$ cat src/hdl/gn2_pkg.sv
package gn2_pkg;

	// Default number of fraction bits on the coordinates.
	localparam int FRAC_BITS_DEF = 16;

	// Permutation table geometry.
	localparam int TBL_AW = 8;
	localparam int TBL_DW = 8;

	// Kind of an input beat, carried in tuser.
	typedef enum logic {
		ACT_EVAL  = 1'b0,
		ACT_WRITE = 1'b1
	} action_t;

	// Gradient hash codes that steer the corner dot product.
	localparam logic [3:0] GRAD_U_FROM_Y = 4'd8;
	localparam logic [3:0] GRAD_V_FROM_Y = 4'd4;
	localparam logic [3:0] GRAD_V_X_A    = 4'd12;
	localparam logic [3:0] GRAD_V_X_B    = 4'd14;

	// Output format.
	localparam int OUT_FRAC = 16;
	localparam int OUT_W    = 18;

endpackage

$ cat src/hdl/gn2_fade.sv
module gn2_fade
	import gn2_pkg::*;
#(
	parameter int FRAC_BITS = FRAC_BITS_DEF
) (
	input  logic                 clk,
	input  logic                 en,
	input  logic [FRAC_BITS-1:0] frac,
	output logic [FRAC_BITS:0]   fade
);

	localparam int F = FRAC_BITS;
	localparam logic [F+3:0] ONE15 = (F+4)'(15) << F;
	localparam logic [F+3:0] ONE10 = (F+4)'(10) << F;

	logic [F+3:0]   coef;
	logic [2*F+3:0] qprod;
	logic [2*F-1:0] sq_s1;
	logic [F+3:0]   q_s1;
	logic [F-1:0]   f_s1;
	logic [2*F-1:0] cube;
	logic [F-1:0]   t3_s2;
	logic [F+3:0]   s_s2;
	logic [2*F+3:0] fprod;

	// 15 - 6f, then f * (15 - 6f).
	assign coef  = ONE15 - (F+4)'((F+4)'(frac) * (F+4)'(6));
	assign qprod = (2*F+4)'(frac) * (2*F+4)'(coef);
	assign cube  = (2*F)'(sq_s1[2*F-1:F]) * (2*F)'(f_s1);
	assign fprod = (2*F+4)'(t3_s2) * (2*F+4)'(s_s2);

	always_ff @(posedge clk) begin
		if (en) begin
			sq_s1 <= (2*F)'(frac) * (2*F)'(frac);
			q_s1  <= qprod[2*F+3:F];
			f_s1  <= frac;
			t3_s2 <= cube[2*F-1:F];
			s_s2  <= ONE10 - q_s1;
			fade  <= fprod[2*F:F];
		end
	end

endmodule

$ cat config.mk
export PLATFORM = sky130hd
export DESIGN_NAME = gn2_fade
export DESIGN_NICKNAME = d
export VERILOG_FILES = /design/src/hdl/gn2_pkg.sv /design/src/hdl/gn2_fade.sv
export SDC_FILE = /design/constraint.sdc
export NUM_CORES = 2
export LEC_CHECK = 0
export BUFFER_PORTS_ARGS = -buffer_cell sky130_fd_sc_hd__buf_2
export CAP_MARGIN = 20
export CORE_MARGIN = 4
export CORE_UTILIZATION = 39
export DETAILED_ROUTE_END_ITERATION = 10
export PLACE_DENSITY = 0.55
export SLEW_MARGIN = 20
export SYNTH_ARGS = -nofsm -noshare
export SYNTH_HDL_FRONTEND = slang
export SYNTH_SLANG_ARGS = --single-unit
$ cat constraint.sdc
create_clock -name clk -period 19.45 [get_ports clk]
set_input_delay 2.9175 -clock clk [delete_from_list [all_inputs] [get_ports clk]]
set_output_delay 2.9175 -clock clk [all_outputs]
set_load 0.05 [all_outputs]
# --- Word level (Yosys, flattened, before mapping) ---
# Index checks and enable logic that the tools add are counted.
totals:
  register_bits: 121
  wordCells: 13
  out_inout_bits: 17
  in_bits: 18
classes:
  multipliers: 5
  addsub: 2
op_table:
  columns: ["operator", "n"]
  rows:
  - ["$mul A16 B16 Y32", 2]
  - ["$mul A16 B20 Y36", 1]
  - ["$mul A16 B20 Y33", 1]
  - ["$sub A20 B19 Y20 const A", 1]
  - ["$sub A20 B20 Y20 const A", 1]
  - ["$mul A16 B2 Y18 const B", 1]

# --- Logic depth before layout (Yosys ltp) ---
depth:
  depth_word: 3
  mapped_depth: 34

# --- Worst setup path before layout ---
# OpenSTA, ideal clock, no wires.
synth_path:
  path_type: "input port to flip-flop"
  startpoint: "input port frac[4]"
  endpoint: "register q_s1[18] (data pin)"
  n_path_buf: 2
  cell_stages: 32
  setup_ns: 0.195
  setup_slack_ns: 8.298
  t_arrival_ns: 10.957
  t_required_ns: 19.255
  cell_sequence: "clkinv_1 > ha_1 > nand3b_1 > a21oi_2 > or4_4 > a211oi_4 > o211ai_2 > or3_4 > buf_6 > nor2_2 > xnor2_1 > buf_2 > nand2_1 > fa_1 > fa_1 > fa_1 > inv_1 > fa_1 > fa_1 > inv_1 > fa_1 > inv_1 > ha_1 > nand4_1 > nor2_1 > a2111oi_0 > a2111oi_0 > o2111ai_1 > a21oi_1 > o211ai_1 > nand2_1 > o311ai_0"
synth_between:
  elab_chain_len: 3
synth_lines:
  columns: ["item", "line", "source"]
  rows:
  - ["start: declaration", "gn2_fade.sv:8", "input logic [FRAC_BITS-1:0] frac,"]
  - ["$mul A16 B2 Y18", "gn2_fade.sv:27", "assign coef = ONE15 - (F+4)'((F+4)'(frac) * (F+4)'(6));"]
  - ["$sub A20 B19 Y20", "gn2_fade.sv:27", null]
  - ["$mul A16 B20 Y36 *", "gn2_fade.sv:28", "assign qprod = (2*F+4)'(frac) * (2*F+4)'(coef);"]
  - ["via qprod[34]", "gn2_fade.sv:17", "logic [2*F+3:0] qprod;"]
  - ["end signal: assignment", "gn2_fade.sv:35", "q_s1 <= qprod[2*F+3:F];"]
  - ["end: declaration", "gn2_fade.sv:19", "logic [F+3:0] q_s1;"]
# The timed path passes the listed nets; every way through them passes the cells marked *.
# A chain may end at the register's enable or synchronous reset.

# --- Worst setup path in the final report ---
# Ends and elaborated chain as after synthesis.

==> flow_summary.yaml <==
global_routing:
  grtUsageTotal: 0.1881
  grt_pass1_vias: 28320
  grt_pass1_wl_microns: 153400
  antenna_found_initial: 1
  grt_start_max_net_pins: 74
  grt-ovfl-total: 0
sta:
  hold_viol: 0
  fin_ws_ns: 6.740
  clock_skew_ns: 0.02068
  finalSetupTns_ns: 0
  min_period_ns: 12.71
  max_freq_mhz: 78.68
  setup_viol: 0
  slew_viol_final: 0
  fin_crit_sh: 0.6534
  relSlewSlack: 0.3163
  tightest_slew_ns: 1.020
  rsz0062_at_grt: "false"
final_layout:
  drive_gt1_frac: 0.03040
  syn_to_final_growth_pct: 4.606
  final_cell_area_sq_um: 39920
  nNetsFinal: 5316
  final_core_util: 0.4122
  fill_cells: 9673
floorplan:
  row_count: 114
  io_pins: 35
  core_area_sq_um: 96850
  start_util: 0.3940
  dieArea_sq_um: 102900
  fp.dieH_microns: 320.8
  die_x_microns: 320.8
synthesis:
  synth_fp_nets: 5384
  ys.flop_type: "edfxtp_1"
  postSynthCellCount: 4109
  synth_cell_types: 81
  syn_area_sq_um: 38160
  ys_async_sr_fraction: 0
  synth_edf_count: 105
  avgSynthCellArea_sq_um: 9.288
  synth-seq-cells: 105
  seq_area_frac_synth: 0.08262
  yosys_warnings: 0
critical_path:
  end_kind: "flop"
  critPathArrivalTime_ns: 12.88
  crit_type: "in -> reg"
  required_ns: 19.62
  path_max_fanout: 28
  slowest_delay_ns: 0.85
  cp_slowest_cell: "a2111oi_0"
  crit_path_frequent_cell: "fa_1"
  cp-start-kind: "input pin"
clocking:
  cts_setup_buffers: 0
  clkLatencyLatePin_ns: 0.39
  cts_buffers: 9
  cts_hold_buf: 0
  cts_tree: "built"
  cts_buffer_depth: 2
  clkTransAtPathRegs_ns: 0.08
  h-tree-depth: 3
  cts.sinks: 105
  cts_resized: 0
  root_buffer: "clkbuf_16"
run:
  cap_violations: 0
placed_design:
  port_buffers: 34
  dpl.hpwl_microns: 73340
  dp_slack_ns: 6.288
  gp_congestion: 0.8653
  placed_area_sq_um: 39640
routing:
  drtAntennaViolNets: 0
  wl_microns: 92200
  wl_per_cell_microns: 17.32
  dr.first_iter.drc_count: 1376
  via_per_inst: 4.906
  drcViolationCount: 0
  dr_total_vias: 26110
  drt_pass1_iterations: 5
outcome:
  status: "completed"
worst_hold_path:
  hold_path_class: "reg -> reg"
[kinds of logic after synthesis]
family | share of synthesized area
AO/OA/AOI/OAI | 0.04269
multiplexers | 0.0005573
AND/OR/NAND/NOR | 0.1475
adder cells (fa/ha/maj) | 0.5774
XOR/XNOR | 0.02980
flip-flops | 0.08262
buffers and inverters | 0.1194
[cell usage in the layout, fill, tap and decap left out, types with 4 or more instances in the layout]
cell / n
inv_1: 1043
xor2_1: 35
nor2b_1: 13
fa_1: 840
o21bai_1: 7
nand4_1: 12
nand2b_1: 16
clkinv_1: 4
nor4_1: 5
clkbuf_16: 9
o211ai_1: 8
a31oi_1: 10
xnor2_1: 90
a2111oi_0: 6
ha_1: 417
a211oi_1: 8
o21a_1: 13
edfxtp_1: 105
a21oi_1: 69
nand3_1: 27
nor3_1: 26
a21o_1: 31
o211a_1: 4
nand2_1: 609
o21ai_0: 35
o31ai_1: 5
a221oi_1: 4
and2_1: 326
nor2_1: 88
or3_1: 9
or2_2: 4
and3_1: 22
buf_2: 33
buf_4: 43
[path summary, 6_finish.rpt]
| check | from | end | slack (ns) | cells after the start |
|---|---|---|---|---|
| min reg2reg | q_s1[0] | s_s2[0] | 0.56 | 0 |
| min | q_s1[0] | s_s2[0] | 0.56 | 0 |
| max reg2reg | t3_s2[1] | fade[15] | 11.95 | 19 |
| max | frac[4] | q_s1[18] | 6.74 | 32 |
[metrics by stage]
stage / cells / hold WS, ns
detailed placement: 5306 / 0.5498
CTS: 5322 / 0.5640
global placement: 5306 / 0.5453
finish: 5323 / 0.5562
floorplan: 4109 / 0.4986
global route: 5322 / 0.5852
[Yosys cell counts, drive strengths merged, types with 27 or more instances]
master	n	area (sq um)
nand2	610	2292
nand3	27	135.1
a21oi	70	354.1
and2	329	2066
inv	1043	3915
ha	417	5218
xnor2	93	822.0
nor3	29	166.4
nor2	90	347.8
fa	840	16820
clkbuf	138	518.0
edfxtp	105	3153
o21ai	37	188.9
a21o	31	232.7
xor2	36	315.3
[state kept, by name, indices dropped and copies added (netlist names)]
name	cells
fade	17
f_s1	15
t3_s2	16
sq_s1	17
q_s1	20
s_s2	20
[cell type report]
type	count	area (sq um)	share of cell area
Antenna cell	1	2.502	0.00006268
Clock buffer	10	229.0	0.005736
Clock inverter	6	51.30	0.001285
Inverter	1046	3926	0.09835
Multi-Input combinational cell	2803	30470	0.7634
Sequential cell	105	3153	0.07898
Tap cell	1276	1597	0.03999
Timing Repair Buffer	76	488.0	0.01222
[worst max-delay path, delay by kind of cell]
kind | cells | cell delay [ns]
adder cells (fa/ha/maj) | 8 | 3.83
AO/OA/AOI/OAI | 11 | 3.07
AND/OR/NAND/NOR | 6 | 1.70
buffers and inverters | 7 | 1.31
[layer usage]
layer	part of all wire	GRT usage	up-vias
li1	-	-	12050
met1	0.46	0.2634	13600
met2	0.48	0.3230	380
met3	0.032	0.01737	78
met4	0.018	0.03518	2
met5	0.00014	0	-
Power is left out: the tool's default activity adds up to more than one toggle a clock period on the data nets, which glitch-free logic cannot reach.
